===== src/ipsbl_pkg.sv =====
// ipsbl_pkg: shared types, codes and widths for the IPv4 source blocklist.
// Used by ipsbl_cell and ipv4_source_blocklist; depends on nothing.
package ipsbl_pkg;

  localparam int ADDR_W          = 32;
  localparam int OP_W            = 2;
  localparam int STATUS_W        = 3;
  localparam int CNT_W           = 7;
  localparam int TABLE_DEPTH_DEF = 64;

  typedef enum logic [OP_W-1:0] {
    OP_CHECK  = 2'd0,
    OP_ADD    = 2'd1,
    OP_DELETE = 2'd2,
    OP_LIST   = 2'd3
  } op_t;

  typedef enum logic [STATUS_W-1:0] {
    ST_ACCEPT   = 3'd0,
    ST_DROP     = 3'd1,
    ST_ADDED    = 3'd2,
    ST_FULL     = 3'd3,
    ST_REMOVED  = 3'd4,
    ST_NOTFOUND = 3'd5,
    ST_ENTRY    = 3'd6,
    ST_EMPTY    = 3'd7
  } status_t;

  // Broadcast control from the sequencer to every cell of the chain.
  typedef struct packed {
    logic              shift;
    logic              load_en;
    logic [CNT_W-1:0]  load_idx;
    logic [ADDR_W-1:0] load_data;
    logic [ADDR_W-1:0] key;
    logic [CNT_W-1:0]  count;
  } cell_ctrl_t;

endpackage


===== src/ipv4_source_blocklist.sv =====
// ipv4_source_blocklist: top level of the IPv4 source address blocklist.
// Instantiates a chain of ipsbl_cell slots and the sequencer that drives it.
// Depends on ipsbl_pkg and ipsbl_cell.
//
// Usage
//   Input channel (in_valid / in_stall): one item is an operation and an
//   address. Check answers accept or drop, add appends (full rejected when
//   the table is full), delete removes every copy and closes the gaps,
//   list returns every stored entry in table order with last on the final
//   one (a single empty item for an empty table).
//   Result channel (out_valid / out_stall): one output register. Each item
//   carries status, entry_address, removed_count, entry_count and last.
//   Steps: check compares in the cells, then takes a registered OR;
//   delete takes one rotation step of the chain per entry, then its
//   result; list returns one entry per cycle while the receiver does
//   not stall. The rotation through the cell chain sets the pace of
//   delete and list.
//   in_stall is high whenever an item is in progress; one item at a time.
//   A stalled receiver holds the output register and pauses list steps
//   and final results; a delete rotation runs on regardless.
//   Reset clears the entry count and the control state; the slots keep
//   whatever they held and are never read before being written.
module ipv4_source_blocklist #(
  parameter int TABLE_DEPTH = ipsbl_pkg::TABLE_DEPTH_DEF
) (
  input  logic                             clk,
  input  logic                             rst_n,
  input  logic                             in_valid,
  output logic                             in_stall,
  input  logic [ipsbl_pkg::OP_W-1:0]       in_operation,
  input  logic [ipsbl_pkg::ADDR_W-1:0]     in_address,
  output logic                             out_valid,
  input  logic                             out_stall,
  output logic [ipsbl_pkg::STATUS_W-1:0]   out_status,
  output logic [ipsbl_pkg::ADDR_W-1:0]     out_entry_address,
  output logic [ipsbl_pkg::CNT_W-1:0]      out_removed_count,
  output logic [ipsbl_pkg::CNT_W-1:0]      out_entry_count,
  output logic                             out_last
);

  localparam logic [ipsbl_pkg::CNT_W-1:0] DEPTH_C = (ipsbl_pkg::CNT_W)'(TABLE_DEPTH);
  localparam logic [ipsbl_pkg::CNT_W-1:0] ONE_C   = (ipsbl_pkg::CNT_W)'(1);

  typedef enum logic [2:0] {
    S_IDLE,
    S_CHK_CMP,
    S_CHK_OUT,
    S_ADD,
    S_ROT,
    S_FIN
  } state_t;

  state_t                          state_r, state_nxt;
  ipsbl_pkg::op_t                  op_r, op_nxt;
  logic [ipsbl_pkg::ADDR_W-1:0]    key_r, key_nxt;
  logic [ipsbl_pkg::CNT_W-1:0]     count_r, count_nxt;
  logic [ipsbl_pkg::CNT_W-1:0]     step_r, step_nxt;
  logic [ipsbl_pkg::CNT_W-1:0]     rem_r, rem_nxt;
  ipsbl_pkg::status_t              fin_status_r, fin_status_nxt;

  logic                            out_valid_r, out_valid_nxt;
  ipsbl_pkg::status_t              out_status_r, out_status_nxt;
  logic [ipsbl_pkg::ADDR_W-1:0]    out_addr_r, out_addr_nxt;
  logic [ipsbl_pkg::CNT_W-1:0]     out_rem_r, out_rem_nxt;
  logic [ipsbl_pkg::CNT_W-1:0]     out_cnt_r, out_cnt_nxt;
  logic                            out_last_r, out_last_nxt;

  ipsbl_pkg::cell_ctrl_t           ctrl;
  logic [ipsbl_pkg::ADDR_W-1:0]    cell_data [TABLE_DEPTH];
  logic [TABLE_DEPTH-1:0]          cell_hit;

  logic                            in_acc;
  logic                            slot_free;
  logic                            head_match;
  logic                            any_hit;
  logic [ipsbl_pkg::CNT_W-1:0]     rem_inc;

  // ---------------------------------------------------------------
  // Cell chain: slot 0 is the head, data moves towards it on a shift.
  // ---------------------------------------------------------------
  for (genvar g = 0; g < TABLE_DEPTH; g++) begin : g_cell
    logic [ipsbl_pkg::ADDR_W-1:0] right;
    if (g == TABLE_DEPTH - 1) begin : g_tail
      assign right = '0;
    end else begin : g_mid
      assign right = cell_data[g+1];
    end
    ipsbl_cell #(
      .INDEX (g)
    ) u_cell (
      .clk        (clk),
      .rst_n      (rst_n),
      .ctrl       (ctrl),
      .right_data (right),
      .data       (cell_data[g]),
      .hit        (cell_hit[g])
    );
  end

  assign in_stall   = (state_r != S_IDLE);
  assign in_acc     = in_valid && !in_stall;
  assign slot_free  = !out_valid_r || !out_stall;
  assign head_match = (cell_data[0] == key_r);
  assign any_hit    = |cell_hit;
  assign rem_inc    = rem_r + ONE_C;

  // ---------------------------------------------------------------
  // Sequencer.
  // Delete and list rotate the live part of the chain once: every step
  // the head leaves, the rest shift down, and a kept head is written back
  // at index count - 1 - removed so far. After n steps the kept entries
  // sit in slots 0..keep-1 in their original order.
  // ---------------------------------------------------------------
  always_comb begin
    state_nxt      = state_r;
    op_nxt         = op_r;
    key_nxt        = key_r;
    count_nxt      = count_r;
    step_nxt       = step_r;
    rem_nxt        = rem_r;
    fin_status_nxt = fin_status_r;

    out_valid_nxt  = out_valid_r && out_stall;
    out_status_nxt = out_status_r;
    out_addr_nxt   = out_addr_r;
    out_rem_nxt    = out_rem_r;
    out_cnt_nxt    = out_cnt_r;
    out_last_nxt   = out_last_r;

    ctrl.shift     = 1'b0;
    ctrl.load_en   = 1'b0;
    ctrl.load_idx  = count_r;
    ctrl.load_data = key_r;
    ctrl.key       = key_r;
    ctrl.count     = count_r;

    unique case (state_r)
      S_IDLE: begin
        if (in_acc) begin
          op_nxt   = ipsbl_pkg::op_t'(in_operation);
          key_nxt  = in_address;
          step_nxt = '0;
          rem_nxt  = '0;
          unique case (ipsbl_pkg::op_t'(in_operation))
            ipsbl_pkg::OP_CHECK: state_nxt = S_CHK_CMP;
            ipsbl_pkg::OP_ADD:   state_nxt = S_ADD;
            ipsbl_pkg::OP_DELETE: begin
              fin_status_nxt = ipsbl_pkg::ST_NOTFOUND;
              state_nxt      = (count_r == '0) ? S_FIN : S_ROT;
            end
            ipsbl_pkg::OP_LIST: begin
              fin_status_nxt = ipsbl_pkg::ST_EMPTY;
              state_nxt      = (count_r == '0) ? S_FIN : S_ROT;
            end
            default: state_nxt = S_IDLE;
          endcase
        end
      end

      S_CHK_CMP: begin
        // cells register their match flags this cycle
        state_nxt = S_CHK_OUT;
      end

      S_CHK_OUT: begin
        if (slot_free) begin
          out_valid_nxt  = 1'b1;
          out_status_nxt = any_hit ? ipsbl_pkg::ST_DROP : ipsbl_pkg::ST_ACCEPT;
          out_addr_nxt   = '0;
          out_rem_nxt    = '0;
          out_cnt_nxt    = count_r;
          out_last_nxt   = 1'b1;
          state_nxt      = S_IDLE;
        end
      end

      S_ADD: begin
        if (slot_free) begin
          out_valid_nxt = 1'b1;
          out_addr_nxt  = '0;
          out_rem_nxt   = '0;
          out_last_nxt  = 1'b1;
          if (count_r < DEPTH_C) begin
            ctrl.load_en   = 1'b1;
            count_nxt      = count_r + ONE_C;
            out_status_nxt = ipsbl_pkg::ST_ADDED;
            out_cnt_nxt    = count_r + ONE_C;
          end else begin
            out_status_nxt = ipsbl_pkg::ST_FULL;
            out_cnt_nxt    = count_r;
          end
          state_nxt = S_IDLE;
        end
      end

      S_ROT: begin
        if ((op_r == ipsbl_pkg::OP_DELETE) || slot_free) begin
          ctrl.shift     = 1'b1;
          ctrl.load_en   = (op_r == ipsbl_pkg::OP_LIST) || !head_match;
          ctrl.load_idx  = count_r - ONE_C - rem_r;
          ctrl.load_data = cell_data[0];
          step_nxt       = step_r + ONE_C;
          if ((op_r == ipsbl_pkg::OP_DELETE) && head_match) begin
            rem_nxt = rem_inc;
          end
          if (op_r == ipsbl_pkg::OP_LIST) begin
            out_valid_nxt  = 1'b1;
            out_status_nxt = ipsbl_pkg::ST_ENTRY;
            out_addr_nxt   = cell_data[0];
            out_rem_nxt    = '0;
            out_cnt_nxt    = count_r;
            out_last_nxt   = (step_r == count_r - ONE_C);
          end
          if (step_r == count_r - ONE_C) begin
            if (op_r == ipsbl_pkg::OP_LIST) begin
              state_nxt = S_IDLE;
            end else begin
              fin_status_nxt = (rem_nxt != '0) ? ipsbl_pkg::ST_REMOVED
                                               : ipsbl_pkg::ST_NOTFOUND;
              state_nxt      = S_FIN;
            end
          end
        end
      end

      S_FIN: begin
        if (slot_free) begin
          out_valid_nxt  = 1'b1;
          out_status_nxt = fin_status_r;
          out_addr_nxt   = '0;
          out_rem_nxt    = rem_r;
          out_cnt_nxt    = count_r - rem_r;
          out_last_nxt   = 1'b1;
          count_nxt      = count_r - rem_r;
          state_nxt      = S_IDLE;
        end
      end

      default: state_nxt = S_IDLE;
    endcase
  end

  always_ff @(posedge clk) begin
    if (!rst_n) begin
      state_r     <= S_IDLE;
      count_r     <= '0;
      step_r      <= '0;
      rem_r       <= '0;
      out_valid_r <= 1'b0;
    end else begin
      state_r     <= state_nxt;
      count_r     <= count_nxt;
      step_r      <= step_nxt;
      rem_r       <= rem_nxt;
      out_valid_r <= out_valid_nxt;
    end
  end

  // payload registers, no reset
  always_ff @(posedge clk) begin
    op_r         <= op_nxt;
    key_r        <= key_nxt;
    fin_status_r <= fin_status_nxt;
    out_status_r <= out_status_nxt;
    out_addr_r   <= out_addr_nxt;
    out_rem_r    <= out_rem_nxt;
    out_cnt_r    <= out_cnt_nxt;
    out_last_r   <= out_last_nxt;
  end

  assign out_valid         = out_valid_r;
  assign out_status        = out_status_r;
  assign out_entry_address = out_addr_r;
  assign out_removed_count = out_rem_r;
  assign out_entry_count   = out_cnt_r;
  assign out_last          = out_last_r;

  // ---------------------------------------------------------------
  // Assertions
  // ---------------------------------------------------------------
  a_count_bound: assert property (@(posedge clk) disable iff (!rst_n)
    count_r <= DEPTH_C)
    else $error("entry count above table depth");

  a_rot_count_stable: assert property (@(posedge clk) disable iff (!rst_n)
    (state_r == S_ROT) |=> $stable(count_r))
    else $error("entry count changed during a rotation");

  a_rot_step_bound: assert property (@(posedge clk) disable iff (!rst_n)
    (state_r == S_ROT) |-> (step_r < count_r) && (rem_r <= step_r))
    else $error("rotation step or removal count out of range");

  a_list_no_removal: assert property (@(posedge clk) disable iff (!rst_n)
    (state_r == S_ROT) && (op_r == ipsbl_pkg::OP_LIST) |-> (rem_r == '0))
    else $error("list rotation dropped an entry");

  a_busy_stalls: assert property (@(posedge clk) disable iff (!rst_n)
    (state_r == S_IDLE) && in_valid |=> (state_r != S_IDLE))
    else $error("accepted item did not start");

endmodule


===== src/ipsbl_cell.sv =====
// ipsbl_cell: one table slot of the blocklist chain.
// Holds one address, shifts towards the head, loads at its own index,
// registers a match flag. Depends on ipsbl_pkg.
module ipsbl_cell #(
  parameter int INDEX = 0
) (
  input  logic                             clk,
  input  logic                             rst_n,
  input  ipsbl_pkg::cell_ctrl_t            ctrl,
  input  logic [ipsbl_pkg::ADDR_W-1:0]     right_data,
  output logic [ipsbl_pkg::ADDR_W-1:0]     data,
  output logic                             hit
);

  localparam logic [ipsbl_pkg::CNT_W-1:0] INDEX_C = (ipsbl_pkg::CNT_W)'(INDEX);

  logic [ipsbl_pkg::ADDR_W-1:0] data_r;
  logic                         hit_r;

  // payload, no reset
  always_ff @(posedge clk) begin
    if (ctrl.load_en && (ctrl.load_idx == INDEX_C)) begin
      data_r <= ctrl.load_data;
    end else if (ctrl.shift) begin
      data_r <= right_data;
    end
  end

  // match only counts for a live slot
  always_ff @(posedge clk) begin
    if (!rst_n) begin
      hit_r <= 1'b0;
    end else begin
      hit_r <= (data_r == ctrl.key) && (INDEX_C < ctrl.count);
    end
  end

  assign data = data_r;
  assign hit  = hit_r;

endmodule


===== config.mk =====
export PLATFORM = sky130hd
export DESIGN_NAME = ipv4_source_blocklist
export DESIGN_NICKNAME = d
export VERILOG_FILES = /design/src/ipsbl_pkg.sv /design/src/ipv4_source_blocklist.sv /design/src/ipsbl_cell.sv
export SDC_FILE = /design/constraint.sdc
export NUM_CORES = 2
export LEC_CHECK = 0
export BUFFER_PORTS_ARGS = -buffer_cell sky130_fd_sc_hd__buf_4
export CORE_ASPECT_RATIO = 0.6
export CORE_MARGIN = 3
export CORE_UTILIZATION = 30
export DETAILED_ROUTE_END_ITERATION = 8
export HOLD_SLACK_MARGIN = 0.1
export SLEW_MARGIN = 20
export SYNTH_ARGS = -nofsm -noshare
export SYNTH_HDL_FRONTEND = slang
export SYNTH_SLANG_ARGS = --single-unit
export TNS_END_PERCENT = 50

===== constraint.sdc =====
create_clock -name clk -period 9.5 [get_ports clk]
set_clock_uncertainty 0.2 [all_clocks]
set_input_delay 0 -clock clk [delete_from_list [all_inputs] [get_ports clk]]
set_output_delay 0 -clock clk [all_outputs]
set_load 0.005 [all_outputs]

==> reports/results.tsv <==
stage	metric	value	unit
sta	min_period_over_period	67.34	%
die	die_x	815.4	um
worst_setup_path	crit_family	simple AND/OR/NAND/NOR gates	
place	dp_slack	3.282	ns
worst_setup_path	critPathLaunchType	flip-flop	
synthesis	synth_seq_area_share	55.85	%
die	coreArea	389600	sq um
synthesis	synthFlopType	edfxtp_1	
clocking	clock_latency	0.93	ns
place	gp_congestion	0.9771	
synthesis	yosys_warnings	0	
job	drv_cap	0	
clocking	cts_buffers	205	
sta	period_minus_slack	6.398	ns
sta	setup_violations	0	
global_route	grt_max_degree	53	
clocking	post_cts_buffers	0	
clocking	cts_tree	done	
route	dr_wl_met3	91.36	mm
finish	areaGrowthSynthToFinish	12.50	%
finish	seqCellArea	65870	sq um
die	io_pins	90	
route	ant_nets	0	
sta	worst_pin_slew	1.350	ns
die	start_util	30.27	%
clocking	clk_path_buf_depth	4	
synthesis	yosys-top-cells-area	edfxtp_1 54%, mux2_2 19%, xnor2_1 8.9%, xor2_1 6.4%, nand4_1 1.8%	
route	wl_per_cell	35.83	um
place	io_buffers	89	
finish	fill_cells	37430	
synthesis	synth_cell_types	67	
synthesis	ys_async_sr_fraction	0	%
finish	nets	8424	
worst_setup_path	critPathMaxStageDelay	0.80	ns
clocking	h-tree-depth	4	
sta	setup_ws	3.102	ns
pwr	powerDensity	229.8	nW/um^2
sta	relSlewSlack	10.00	%
global_route	grt_pass1_vias	74833	
worst_setup_path	cp.arrival	6.72	ns
global_route	grt-ovfl-total	0	
global_route	track_usage	23.50	%
route	vias	79651	
worst_setup_path	endpoint_kind	flip-flop	
worst_setup_path	cpMaxStageDelayCell	and2_1	
finish	multiInputGateArea	49430	sq um
worst_setup_path	critical_path_required	9.83	ns
route	routed.top_layer	met5	
sta	hold_viol_final	0	
die	die_y	491.6	um
route	drc	0	
clocking	cts_resized	0	
place	dpl.hpwl	321.6	mm
synthesis	synthCells	8399	
clocking	root_buffer	clkbuf_16	
worst_setup_path	cp_cell_sequence	inv_1 > ha_1 > nor3b_1 > xnor2_1 > ha_1 > and3b_1 > a211oi_1 > o211ai_1 > mux2i_1 > nor2b_1 > buf_4 > and2_1 > buf_4 > or2_2	
worst_setup_path	crit_fanout	32	
finish	post_route_cells_drive_above_1_share	32.31	%
synthesis	syn_nets	8457	
die	dieArea	400900	sq um
synthesis	ys_ff_latch	2223	
synthesis	synth_edf_count	2134	
route	wl_met2	175.0	mm
pwr	peakVddDrop	162.3	uV
synthesis	syn-cell-area	117900	sq um
worst_hold_path	hold_path.class	in2reg	
synthesis	yosys.area.top_type	edfxtp_1	
route	wl_met1	215.8	mm
route	drt-total-wl	492.6	mm
clocking	clock_sinks	2223	
die	rows	177	
route	drtIter0Drc	15248	
global_route	antenna_found_initial	67	
pwr	total_leakage_power	42.25	nW
pwr	power	30.49	mW
worst_setup_path	crit_buf_inv	3	
worst_setup_path	critical_path_class	reg2reg	
synthesis	yosys.area.top_type_share	54.34	%
run_status	status	finished clean	
sta	fmax	156.3	MHz
sta	finalMaxSlewViolations	0	
sta	rsz0062_at_grt	no	
sta	setup-tns-final	0	ns
clocking	clk_transition_reported_paths	0.07	ns
clocking	cts_hold_buffers	76	
route	dr.pass1.iters	8	
finish	final_core_util	34.05	%
synthesis	syn_area_per_cell	14.04	sq um
route	vias_per_cell	5.794	
global_route	grt_pass1_wl	660.7	mm
sta	timing.hold.ws	0.1614	ns
## layer usage
metal / up-vias / track usage [%]
met5: - / 0.8903
met3: 657 / 12.17
li1: 30901 / -
met1: 41236 / 36.17
met2: 6841 / 28.30
met4: 16 / 4.205
## power breakdown
part | leakage, nW | switching, mW | total [mW] | internal, mW
Sequential | 20.1 | 0.964 | 13.1 | 12.1
Combinational | 18.8 | 6.02 | 8.38 | 2.36
Clock | 3.34 | 4.11 | 9.00 | 4.89
## worst paths after layout
path	from	endpoint	slack (ns)	cells past startpoint
worst max-delay path	count_r[0]	g_cell[18].u_cell.data[18]	3.10	14
worst min register to register	rem_r[2]	rem_r[2]	0.35	2
worst max register to register	count_r[0]	g_cell[18].u_cell.data[18]	3.10	14
worst min-delay path	in_address[2]	key_r[2]	0.16	3
## cell usage in the layout, fill, tap and decap left out, drive strengths merged, types with 15 or more instances in the layout
cell type       n
and3           19
dlygate4sd3    75
inv            36
mux2         2018
o21ai          41
nand4         334
nor2b          43
and2           53
or2            24
ha             18
nor2           51
edfxtp       2134
buf           376
clkinvlp       15
nor4          315
bufinv         28
xnor2        1203
diode          27
o2111ai        46
xor2          863
a21oi          38
clkinv         76
dfxtp          89
nor3           54
nand2         207
nand3          46
clkbuf        248
## state kept, by name, summed over array words and instances (netlist names), 3 cells and up
name,flops
out_removed_count,7
g_cell.u_cell.hit,64
state_r,3
g_cell.u_cell.data,2048
out_entry_count,7
out_status,3
count_r,7
key_r,32
out_entry_address,32
rem_r,7
step_r,7
## cell usage after synthesis (4+ instances only)
cell type	instances
o21ai_0	34
and3_1	19
and2_1	53
o211ai_1	5
a22oi_1	4
nand2b_1	6
edfxtp_1	2134
nor3_1	54
inv_1	32
buf_4	4
buf_6	15
buf_2	187
o22ai_1	5
nor4_1	310
o21ai_1	7
buf_1	89
nand3_1	46
clkbuf_1	396
xnor2_1	1203
ha_1	18
nand2_1	207
xor2_1	863
nand4_1	334
nor3b_1	4
or2_2	24
mux2_2	1965
dfxtp_1	89
nor2b_1	43
a221oi_1	4
nor2_1	51
mux2_1	53
a211oi_1	5
a21oi_1	37
nor4_2	5
o2111ai_1	46
## cells by family (layout without fill, tap and decap cells)
logic type	count (synthesis)	count (layout)	synth area share, %
DFF	2223	2223	55.85
xor gates and xnor gates	2067	2067	15.36
muxes	2021	2021	19.30
and+or+nand+nor	1171	1171	5.627
buffers and inverters	723	854	2.608
AOI/OAI and AO/OA	174	174	1.029
adders and majority gates	20	20	0.2249
other	0	27	0
## per-stage QoR
step,cells,area [sq um]
2_1_floorplan,8399,117900
3_3_place_gp,13273,124900
3_5_place_dp,13273,124900
4_1_cts,13720,132500
5_1_grt,13731,132600
6_report,13748,132700
## worst min-delay path, cell delays in order
cell and delay (ns):
dlygate4sd3_1 0.52, buf_4 0.10, dlygate4sd3_1 0.54
## layout make-up
type | count | share of cell area, %
Antenna cell | 27 | 0.05093
Inverter | 32 | 0.09054
Clock buffer | 248 | 4.142
Clock inverter | 123 | 1.041
Tap cell | 5191 | 4.896
Multi-Input combinational cell | 5453 | 37.26
Sequential cell | 2223 | 49.65
Timing Repair Buffer | 451 | 2.869
No activity file was read; power rests on OpenSTA's default activity.
